`config.mk`:
```
export PLATFORM = sky130hd
export DESIGN_NAME = batched_overwrite_ring_queue
export DESIGN_NICKNAME = d
export VERILOG_FILES = /design/src/sv/bowrq_pkg.sv /design/src/sv/bowrq_ctrl.sv /design/src/sv/bowrq_dp.sv /design/src/sv/batched_overwrite_ring_queue.sv
export SDC_FILE = /design/constraint.sdc
export NUM_CORES = 1
export LEC_CHECK = 0
export BUFFER_PORTS_ARGS = -buffer_cell sky130_fd_sc_hd__buf_4
export CAP_MARGIN = 10
export CORE_UTILIZATION = 36
export CTS_CLUSTER_SIZE = 40
export DETAILED_ROUTE_END_ITERATION = 8
export GPL_TIMING_DRIVEN = 1
export SYNTH_ARGS = -nofsm -noshare
export SYNTH_HDL_FRONTEND = slang
export SYNTH_HIERARCHICAL = 1
export SYNTH_SLANG_ARGS = --single-unit
```
`constraint.sdc`:
```
create_clock -name clk -period 19 [get_ports clk]
set_clock_uncertainty 0.05 [all_clocks]
set_input_delay 3.8 -clock clk [delete_from_list [all_inputs] [get_ports clk]]
set_output_delay 3.8 -clock clk [all_outputs]
set_load 0.1 [all_outputs]
```
`src/sv/bowrq_pkg.sv`:
```
`default_nettype none
package bowrq_pkg;

    localparam int MAX_SLOTS           = 64;
    localparam int MAX_BATCH           = 64;
    localparam int MAX_FRAMES_PER_ITEM = 64;

    localparam int OP_W     = 2;
    localparam int CNT_W    = 7;
    localparam int CFG_W    = 7;
    localparam int IDX_W    = 2;
    localparam int SLOT_W   = 6;
    localparam int FILL_W   = 6;
    localparam int ADDR_W   = 12;
    localparam int HELD_W   = 7;
    localparam int FRAMES_W = 13;
    localparam int KIND_W   = 2;

    localparam logic [OP_W-1:0] OP_ENQ   = 2'd0;
    localparam logic [OP_W-1:0] OP_DEQ   = 2'd1;
    localparam logic [OP_W-1:0] OP_CLEAR = 2'd2;

    localparam logic [KIND_W-1:0] KIND_WRITE = 2'd0;
    localparam logic [KIND_W-1:0] KIND_READ  = 2'd1;
    localparam logic [KIND_W-1:0] KIND_EMPTY = 2'd2;
    localparam logic [KIND_W-1:0] KIND_CLEAR = 2'd3;

    localparam logic [IDX_W-1:0] CFG_BATCH_FRAMES = 2'd0;
    localparam logic [IDX_W-1:0] CFG_SLOT_COUNT   = 2'd1;

    typedef struct packed {
        logic cfg_write;
        logic load;
        logic step;
    } cmd_t;

    typedef struct packed {
        logic has_result;
        logic step_last;
    } status_t;

endpackage
`default_nettype wire

```
`src/sv/bowrq_ctrl.sv`:
```
`default_nettype none
module bowrq_ctrl (
    input  wire logic              clk,
    input  wire logic              rst_n,
    input  wire logic              in_valid,
    output logic                   in_stall,
    input  wire logic              cfg_valid,
    output logic                   cfg_ready,
    output logic                   out_valid,
    input  wire logic              out_stall,
    input  wire bowrq_pkg::status_t status,
    output bowrq_pkg::cmd_t        cmd
);
    import bowrq_pkg::*;

    typedef enum logic [1:0] {
        ST_IDLE = 2'b01,
        ST_EXEC = 2'b10
    } state_t;

    state_t state_reg, state_next;
    logic   out_valid_reg, out_valid_next;
    logic   can_load;

    assign can_load  = !out_valid_reg || !out_stall;
    assign in_stall  = (state_reg != ST_IDLE);
    // an input beat takes the idle slot first
    assign cfg_ready = (state_reg == ST_IDLE) && !in_valid;
    assign out_valid = out_valid_reg;

    always_comb
    begin
        state_next     = state_reg;
        out_valid_next = out_valid_reg && out_stall;
        cmd            = '0;
        cmd.cfg_write  = cfg_valid && cfg_ready;
        case (state_reg)
            ST_IDLE:
            begin
                if (in_valid)
                begin
                    cmd.load = 1'b1;
                    if (status.has_result)
                    begin
                        state_next = ST_EXEC;
                    end
                end
            end
            ST_EXEC:
            begin
                if (can_load)
                begin
                    cmd.step       = 1'b1;
                    out_valid_next = 1'b1;
                    if (status.step_last)
                    begin
                        state_next = ST_IDLE;
                    end
                end
            end
            default:
            begin
                state_next = ST_IDLE;
            end
        endcase
    end

    always_ff @(posedge clk or negedge rst_n)
    begin
        if (!rst_n)
        begin
            state_reg     <= ST_IDLE;
            out_valid_reg <= 1'b0;
        end
        else
        begin
            state_reg     <= state_next;
            out_valid_reg <= out_valid_next;
        end
    end

endmodule
`default_nettype wire

```
`src/sv/bowrq_dp.sv`:
```
`default_nettype none
module bowrq_dp (
    input  wire logic                               clk,
    input  wire logic                               rst_n,
    input  wire bowrq_pkg::cmd_t                    cmd,
    output bowrq_pkg::status_t                      status,
    input  wire logic [bowrq_pkg::IDX_W-1:0]        cfg_index,
    input  wire logic [bowrq_pkg::CFG_W-1:0]        cfg_data,
    input  wire logic [bowrq_pkg::OP_W-1:0]         op,
    input  wire logic [bowrq_pkg::CNT_W-1:0]        frame_count,
    output logic [bowrq_pkg::KIND_W-1:0]            kind,
    output logic [bowrq_pkg::ADDR_W-1:0]            frame_address,
    output logic [bowrq_pkg::CNT_W-1:0]             chunk_length,
    output logic                                    batch_closed,
    output logic                                    overwrote_oldest,
    output logic [bowrq_pkg::HELD_W-1:0]            batches_held,
    output logic [bowrq_pkg::FRAMES_W-1:0]          frames_held,
    output logic                                    overwrite_seen,
    output logic                                    open_batch_empty,
    output logic                                    last
);
    import bowrq_pkg::*;

    localparam logic [CFG_W-1:0] BATCH_MAX = CFG_W'(MAX_BATCH);
    localparam logic [CFG_W-1:0] SLOTS_MAX = CFG_W'(MAX_SLOTS);
    localparam logic [CNT_W-1:0] FRAMES_MAX = CNT_W'(MAX_FRAMES_PER_ITEM);

    logic [CFG_W-1:0]    batch_frames_reg, batch_frames_next;
    logic [CFG_W-1:0]    slot_count_reg, slot_count_next;
    logic [FILL_W-1:0]   open_fill_reg, open_fill_next;
    logic [SLOT_W-1:0]   write_slot_reg, write_slot_next;
    logic [SLOT_W-1:0]   read_slot_reg, read_slot_next;
    logic [HELD_W-1:0]   held_batches_reg, held_batches_next;
    logic [FRAMES_W-1:0] held_frames_reg, held_frames_next;
    logic                overwrite_reg, overwrite_next;
    logic [OP_W-1:0]     op_reg, op_next;
    logic [CNT_W-1:0]    left_reg, left_next;

    logic [KIND_W-1:0]   res_kind;
    logic [ADDR_W-1:0]   res_addr;
    logic [CNT_W-1:0]    res_len;
    logic                res_closed;
    logic                res_dropped;

    logic [CNT_W-1:0]    room;
    logic [CNT_W-1:0]    len;
    logic [CNT_W-1:0]    fill_sum;
    logic [SLOT_W-1:0]   slot_sel;
    logic [FRAMES_W-1:0] prod;
    logic [FRAMES_W-1:0] addr_full;
    logic [CNT_W-1:0]    ws_inc;
    logic [CNT_W-1:0]    rs_inc;
    logic [SLOT_W-1:0]   ws_wrap;
    logic [SLOT_W-1:0]   rs_wrap;
    logic [CFG_W-1:0]    cfg_sat;
    logic [CFG_W-1:0]    cfg_max;
    logic [CNT_W-1:0]    fc_sat;

    assign room     = batch_frames_reg - {1'b0, open_fill_reg};
    assign len      = (left_reg < room) ? left_reg : room;
    assign fill_sum = {1'b0, open_fill_reg} + len;
    assign slot_sel = (op_reg == OP_ENQ) ? write_slot_reg : read_slot_reg;
    assign prod     = {7'd0, slot_sel} * {6'd0, batch_frames_reg};
    assign addr_full = (op_reg == OP_ENQ) ? prod + {7'd0, open_fill_reg} : prod;
    assign ws_inc   = {1'b0, write_slot_reg} + 7'd1;
    assign rs_inc   = {1'b0, read_slot_reg} + 7'd1;
    assign ws_wrap  = (ws_inc >= slot_count_reg) ? '0 : ws_inc[SLOT_W-1:0];
    assign rs_wrap  = (rs_inc >= slot_count_reg) ? '0 : rs_inc[SLOT_W-1:0];
    assign cfg_max  = (cfg_index == CFG_BATCH_FRAMES) ? BATCH_MAX : SLOTS_MAX;
    assign cfg_sat  = (cfg_data == '0) ? 7'd1 : ((cfg_data > cfg_max) ? cfg_max : cfg_data);
    assign fc_sat   = (frame_count > FRAMES_MAX) ? FRAMES_MAX : frame_count;

    assign status.has_result = (op == OP_DEQ) || (op == OP_CLEAR) ||
                               ((op == OP_ENQ) && (frame_count != '0));
    assign status.step_last  = (op_reg != OP_ENQ) || (left_reg <= room);

    always_comb
    begin
        batch_frames_next = batch_frames_reg;
        slot_count_next   = slot_count_reg;
        open_fill_next    = open_fill_reg;
        write_slot_next   = write_slot_reg;
        read_slot_next    = read_slot_reg;
        held_batches_next = held_batches_reg;
        held_frames_next  = held_frames_reg;
        overwrite_next    = overwrite_reg;
        op_next           = op_reg;
        left_next         = left_reg;
        res_kind          = KIND_WRITE;
        res_addr          = '0;
        res_len           = '0;
        res_closed        = 1'b0;
        res_dropped       = 1'b0;

        if (cmd.cfg_write)
        begin
            if (cfg_index == CFG_BATCH_FRAMES || cfg_index == CFG_SLOT_COUNT)
            begin
                if (cfg_index == CFG_BATCH_FRAMES)
                begin
                    batch_frames_next = cfg_sat;
                end
                else
                begin
                    slot_count_next = cfg_sat;
                end
                open_fill_next    = '0;
                write_slot_next   = '0;
                read_slot_next    = '0;
                held_batches_next = '0;
                held_frames_next  = '0;
                overwrite_next    = 1'b0;
            end
        end
        else if (cmd.load)
        begin
            op_next   = op;
            left_next = fc_sat;
        end
        else if (cmd.step)
        begin
            case (op_reg)
                OP_ENQ:
                begin
                    res_kind       = KIND_WRITE;
                    res_addr       = addr_full[ADDR_W-1:0];
                    res_len        = len;
                    left_next      = left_reg - len;
                    open_fill_next = fill_sum[FILL_W-1:0];
                    if (fill_sum >= batch_frames_reg)
                    begin
                        res_closed      = 1'b1;
                        open_fill_next  = '0;
                        write_slot_next = ws_wrap;
                        if (held_batches_reg >= slot_count_reg)
                        begin
                            res_dropped    = 1'b1;
                            overwrite_next = 1'b1;
                            read_slot_next = rs_wrap;
                        end
                        else
                        begin
                            held_batches_next = held_batches_reg + 7'd1;
                            held_frames_next  = held_frames_reg + {6'd0, batch_frames_reg};
                        end
                    end
                end
                OP_DEQ:
                begin
                    if (held_batches_reg != '0)
                    begin
                        res_kind          = KIND_READ;
                        res_addr          = addr_full[ADDR_W-1:0];
                        res_len           = batch_frames_reg;
                        read_slot_next    = rs_wrap;
                        held_batches_next = held_batches_reg - 7'd1;
                        held_frames_next  = (held_frames_reg >= {6'd0, batch_frames_reg}) ?
                                            held_frames_reg - {6'd0, batch_frames_reg} : '0;
                    end
                    else
                    begin
                        res_kind = KIND_EMPTY;
                    end
                end
                OP_CLEAR:
                begin
                    res_kind          = KIND_CLEAR;
                    open_fill_next    = '0;
                    write_slot_next   = '0;
                    read_slot_next    = '0;
                    held_batches_next = '0;
                    held_frames_next  = '0;
                    overwrite_next    = 1'b0;
                end
                default:
                begin
                    res_kind = KIND_CLEAR;
                end
            endcase
        end
    end

    always_ff @(posedge clk or negedge rst_n)
    begin
        if (!rst_n)
        begin
            batch_frames_reg <= 7'd1;
            slot_count_reg   <= SLOTS_MAX;
            open_fill_reg    <= '0;
            write_slot_reg   <= '0;
            read_slot_reg    <= '0;
            held_batches_reg <= '0;
            held_frames_reg  <= '0;
            overwrite_reg    <= 1'b0;
            op_reg           <= OP_ENQ;
            left_reg         <= '0;
        end
        else
        begin
            batch_frames_reg <= batch_frames_next;
            slot_count_reg   <= slot_count_next;
            open_fill_reg    <= open_fill_next;
            write_slot_reg   <= write_slot_next;
            read_slot_reg    <= read_slot_next;
            held_batches_reg <= held_batches_next;
            held_frames_reg  <= held_frames_next;
            overwrite_reg    <= overwrite_next;
            op_reg           <= op_next;
            left_reg         <= left_next;
        end
    end

    // result beat register
    always_ff @(posedge clk)
    begin
        if (cmd.step)
        begin
            kind             <= res_kind;
            frame_address    <= res_addr;
            chunk_length     <= res_len;
            batch_closed     <= res_closed;
            overwrote_oldest <= res_dropped;
            batches_held     <= held_batches_next;
            frames_held      <= held_frames_next;
            overwrite_seen   <= overwrite_next;
            open_batch_empty <= (open_fill_next == '0);
            last             <= status.step_last;
        end
    end

endmodule
`default_nettype wire

```
`src/sv/batched_overwrite_ring_queue.sv`:
```
// An input beat loads the op and frame count registers in ST_IDLE; ST_EXEC then steps and
// registers each result beat, giving enqueue one chunk per cycle while out_stall is low.
// in_stall holds new items off until ST_EXEC ends; chunk steps go through one slot multiplier.
// Enqueue of zero frames and unused op codes are taken in ST_IDLE and give no result.
// Reset (rst_n low, async): queue empty, batch length 1, slot_count 64, no beat pending.
`default_nettype none
module batched_overwrite_ring_queue (
    input  wire logic                               clk,
    input  wire logic                               rst_n,
    input  wire logic                               in_valid,
    output logic                                    in_stall,
    input  wire logic [bowrq_pkg::OP_W-1:0]         op,
    input  wire logic [bowrq_pkg::CNT_W-1:0]        frame_count,
    input  wire logic                               cfg_valid,
    output logic                                    cfg_ready,
    input  wire logic [bowrq_pkg::IDX_W-1:0]        cfg_index,
    input  wire logic [bowrq_pkg::CFG_W-1:0]        cfg_data,
    output logic                                    out_valid,
    input  wire logic                               out_stall,
    output logic [bowrq_pkg::KIND_W-1:0]            kind,
    output logic [bowrq_pkg::ADDR_W-1:0]            frame_address,
    output logic [bowrq_pkg::CNT_W-1:0]             chunk_length,
    output logic                                    batch_closed,
    output logic                                    overwrote_oldest,
    output logic [bowrq_pkg::HELD_W-1:0]            batches_held,
    output logic [bowrq_pkg::FRAMES_W-1:0]          frames_held,
    output logic                                    overwrite_seen,
    output logic                                    open_batch_empty,
    output logic                                    last
);
    import bowrq_pkg::*;

    cmd_t    cmd;
    status_t status;

    bowrq_ctrl u_ctrl (
        .clk       (clk),
        .rst_n     (rst_n),
        .in_valid  (in_valid),
        .in_stall  (in_stall),
        .cfg_valid (cfg_valid),
        .cfg_ready (cfg_ready),
        .out_valid (out_valid),
        .out_stall (out_stall),
        .status    (status),
        .cmd       (cmd)
    );

    bowrq_dp u_dp (
        .clk              (clk),
        .rst_n            (rst_n),
        .cmd              (cmd),
        .status           (status),
        .cfg_index        (cfg_index),
        .cfg_data         (cfg_data),
        .op               (op),
        .frame_count      (frame_count),
        .kind             (kind),
        .frame_address    (frame_address),
        .chunk_length     (chunk_length),
        .batch_closed     (batch_closed),
        .overwrote_oldest (overwrote_oldest),
        .batches_held     (batches_held),
        .frames_held      (frames_held),
        .overwrite_seen   (overwrite_seen),
        .open_batch_empty (open_batch_empty),
        .last             (last)
    );

`ifndef ASSERT_OFF
    a_write_nonzero: assert property (@(posedge clk) disable iff (!rst_n)
        (out_valid && kind == KIND_WRITE) |-> (chunk_length != '0))
        else $error("write beat with zero length");

    a_close_empties: assert property (@(posedge clk) disable iff (!rst_n)
        (out_valid && kind == KIND_WRITE && batch_closed) |-> open_batch_empty)
        else $error("closed batch left a partial fill");

    a_drop_flags: assert property (@(posedge clk) disable iff (!rst_n)
        (out_valid && kind == KIND_WRITE && overwrote_oldest) |-> (batch_closed && overwrite_seen))
        else $error("overwrite without close or sticky flag");

    a_clear_state: assert property (@(posedge clk) disable iff (!rst_n)
        (out_valid && kind == KIND_CLEAR) |->
        (last && batches_held == '0 && frames_held == '0 && !overwrite_seen && open_batch_empty))
        else $error("clear beat shows leftover state");
`endif

endmodule
`default_nettype wire

```
# Word-level counts from Yosys, hierarchy flattened
# Index checks and enable logic that the tools add are counted.
# totals
register_bits,111
in_bits,23
out_inout_bits,49
elab_cells,171
# op_classes
n_addsub,10
n_mul,1
magnitude_cmp,9
eq_ne,17
n_mux,73
bitwise,4
n_reduce_logical,35
# ops
cell,count
$mux 6,19
$mux 7,15
$mux 13,8
$pmux 13 s3,1
$ge 7x7->1,4
$mux 12,2
$pmux 12 s2,1
$pmux 6 s2,2
$pmux 7 s3,1
$pmux 6 s3,1
$add 6x1->7 const B,2
$gt 7x7->1 const B,2
$mux 1,14
$pmux 7 s2,1
$reduce_bool 7->1,2
$add 13x7->13,1
$ge 13x7->1,1
$sub 13x7->13,1
$add 12x6->12,1
$mul 6x7->12,1
$mux 2,5
$reduce_and 3->1,3
$eq 2x1->1 const B,4
$ne 2x1->1 const B,4
30 further kinds,53

# Depth between registers and ports, before layout
# logic_depth
ltp_word,11
depth_mapped,31
ltp_nobuf,29

# Cells and area by module
# The synthesis kept the hierarchy.
# modules_own_cells
mod,n_inst,cells_per_inst,area_per_inst_um2,seq_area_each_um2
bowrq_dp,1,1066,9695.5,2935.3
bowrq_ctrl,1,14,163.9,76.3

# Worst setup path before layout
# Ideal clock, no wire load.
# synth_timing
kind,input port to output port
start,input in_valid
end,output cfg_ready
t_arrival_ps,5053
t_required_ps,15150
setup_slack_ps,10097
cell_stages,1
path_buffers,0
cell_sequence,nor2_1
# synth_between
elab_chain_len,2
# synth_lines
element,line_no,rtl
start: declaration,batched_overwrite_ring_queue.sv:10,"input wire logic in_valid,"
$logic_not 1->1,bowrq_ctrl.sv:28,assign cfg_ready = (state_reg == ST_IDLE) && !in_valid;
$logic_and 1x1->1,bowrq_ctrl.sv:28,
end: declaration,batched_overwrite_ring_queue.sv:15,"output logic cfg_ready,"
# Every way passes these cells.

# Worst setup path in the final report
# Ends and elaborated chain as after synthesis.

==> results.md <==
* First-pass GRT wire length at 44320 microns
* Async SR Flop Fraction at 58.56%
* Crit path required time at 15.15 ns
* Cell chain of the critical path: buf_4 > nor2_1 > buf_4
* Die Ht at 167.5 microns
* Post-Route Utilization at 40.92%
* DIE WIDTH at 167.5 microns
* Avg Inst Size Synth at 9.129 sq um
* Fin crit share at 42.95%
* Class of the worst hold path: flip-flop to flip-flop
* Most common cell on crit path: buf_4
* Unrepaired setup endpoints after global routing: false
* Slowest CP cell: buf_4
* Synth top area share at 15.74%
* DRT antenna net count at 0
* Setup violators final at 0
* Syn nets at 1231
* Mean routed wirelength per cell at 18.83 microns
* Clk Tree Root Cell: clkbuf_16
* Gr ovfl total at 0
* TritonCTS buffer count at 9
* Port bufs at 71
* Setup total negative slack at 0 ns
* Share of cells above drive strength 1 at 13.83%
* Maximum VDD drop at 152.4 uV
* Clk_lat worst skew at 0.37 ns
* Post-Synthesis Cells at 1080
* Fin crit period at 8.160 ns
* P_leak at 4.754 nW
* Synth warnings at 6
* WS Path Type: input pin to output pin
* Via/cell ratio at 5.694
* Achievable Freq at 0.1225 GHz
* Crit path DAT at 4.31 ns
* Crit. End Element: output pin
* Pin count of the biggest net entering global routing at 66
* Pwr Density at 187.1 mW/mm^2
* Hpwl dp at 20390 microns
* Unique cell type count in the Yosys netlist at 102
* Synth top area cells: dfrtp_1, edfxtp_1, ha_1
* Hold Vio Cnt, Final at 0
* Post-synth top flop: dfrtp_1
* Post_cts resized at 0
* Slew margin rel. at 38.87%
* CTS Hold Buffers Added at 0
* CTS Buffer Depth at 2
* # fillers at 2676
* Overall power at 2.058 mW
* CP startpoint kind: input pin
* Vias in the first global route at 8100
* Final Routed Wirelength at 27790 microns
* Max Slew Vio Count at 0
* Worst Max-Slew Pin Slew at 0.9170 ns
* CTS tree: done
* Max Cap Viol at 0
* Crit-path max FO at 3
* Initial core utilization at 36.69%
* Clk slew on worst S/H paths at 0.08 ns
* Post-Syn Area at 0.009859 sq mm
* Register bit total from synthesis at 111
* Post-synth EDFFs at 46
* Initial antenna violation count at 0
* Final Net Count at 1281
* Pre-antenna DRT Iters at 6
* Routability congestion estimate at 0.9053
* Leading area contributor after synthesis: dfrtp_1
* Row count at 60
* Tot GR Track Use at 20.10%
* Io pins at 72
* Critical path's largest stage delay at 0.29 ns
* Area grow syn2layout at 11.54%
* Die ar. at 0.02805 sq mm
* Clock sink count at 111
* DRC viols at 0
* DR vias at 8405
* Initial DRC count at 735
* H-tree levels at 3
* Std-Cell Core Area at 0.02688 sq mm
* Status: completed
* # diodes at 0
* Sequential element share of the synthesized area at 30.55%
* # Post-CTS Setup Buffers at 0
==> path summary, 6_finish.rpt <==
| check | slack (ns) | start | endpoint | cells after the start |
|---|---|---|---|---|
| max reg2reg | 11.35 | u_dp/batch_frames_reg[1] | u_dp/frames_held[0] | 25 |
| min | 0.44 | u_dp/slot_count_reg[2] | u_dp/slot_count_reg[2] | 2 |
| max in group asynchronous | 14.79 | rst_n | u_dp/held_batches_reg[2] | 1 |
| min reg2reg | 0.44 | u_dp/slot_count_reg[2] | u_dp/slot_count_reg[2] | 2 |
| min in group asynchronous | 3.51 | rst_n | u_dp/left_reg[3] | 1 |
| max | 10.84 | in_valid | cfg_ready | 3 |
==> area by class of cell <==
type | instances | area, sq um | share of cell area (%)
well taps | 341 | 426.7 | 3.880
clock inverters | 4 | 52.55 | 0.4779
multi-input cells | 836 | 6292 | 57.22
repair buffers | 82 | 615.6 | 5.598
flip-flops and latches | 111 | 3012 | 27.39
inverters | 90 | 340.3 | 3.095
clock buffers | 12 | 257.7 | 2.344
==> per-layer routing <==
layer | vias up | part of all wire, % | GRT usage, %
met3 | 33 | 5.4 | 2.718
met4 | 0 | 1.8 | 6.223
li1 | 4018 | - | -
met5 | - | 0 | 0
met1 | 4092 | 47 | 28.18
met2 | 262 | 46 | 32.01
==> placed cells by master (no fill, tap or decap), types with 10 or more instances in the layout <==
cell	instances
xor2_1	10
and2_1	10
fa_1	26
xnor2_1	24
edfxtp_1	46
nand2b_1	25
ha_1	102
a21o_1	21
nor2b_1	12
nor3_1	27
mux2i_1	12
o21a_1	11
a21oi_1	51
a31oi_1	16
nand2_1	104
nor2_1	82
dfrtp_1	62
o21ai_1	17
o21ai_0	47
o211ai_1	15
nand3_1	34
buf_4	82
inv_1	88
clkbuf_16	10
mux2_2	15
==> cell usage after synthesis, drive strengths merged (4+ instances only) <==
master,n
buf,22
a2111oi,6
a211oi,7
ha,102
a21o,22
a221oi,5
mux2,16
a211o,5
a311o,4
and4,5
inv,90
o22ai,7
mux2i,12
or2,8
nor3b,6
a41oi,5
a21boi,4
fa,26
nand2,104
xnor2,25
nand4,10
or3,7
nor2b,12
clkbuf,21
o21a,11
o2111ai,9
dfrtp,62
o221ai,4
nor3,28
o211ai,15
nor4,7
xor2,10
o41ai,4
edfxtp,46
and3,4
a22oi,9
a21oi,53
nand3,34
o21ai,66
and2,11
nand2b,26
nor2,84
a31oi,17
==> report_power, final <==
part,switching [mW],internal (mW)
Sequential,0.0753,0.313
Combinational,0.931,0.531
Clock,0.0956,0.111
==> cell families (layout without fill, tap and decap cells) <==
family,count (synthesis),after routing,share of synthesized area [%]
flops,111,111,30.55
compound gates,285,285,20.60
simple gates,360,360,18.60
buf+inv,133,188,5.800
mux,28,28,3.046
fa+ha+maj,128,128,18.22
xor+xnor,35,35,3.185
==> critical path: cells and delay by family <==
kind | cells | cell delay (ns)
buf+inv | 2 | 0.41
simple gates | 1 | 0.09
==> through the flow <==
stage | setup slack (ns) | hold WS [ns] | cell area [sq um] | instances
final | 10.84 | 0.4382 | 11000 | 1476
after global routing | 10.59 | 0.4685 | 11000 | 1476
after CTS | 10.83 | 0.4389 | 11000 | 1476
after detailed placement | 10.83 | 0.4204 | 10690 | 1460
after global placement | 10.84 | 0.4148 | 10690 | 1460
after floorplan | 10.10 | 0.3998 | 9859 | 1080
Power figures use the tool's default switching activity.
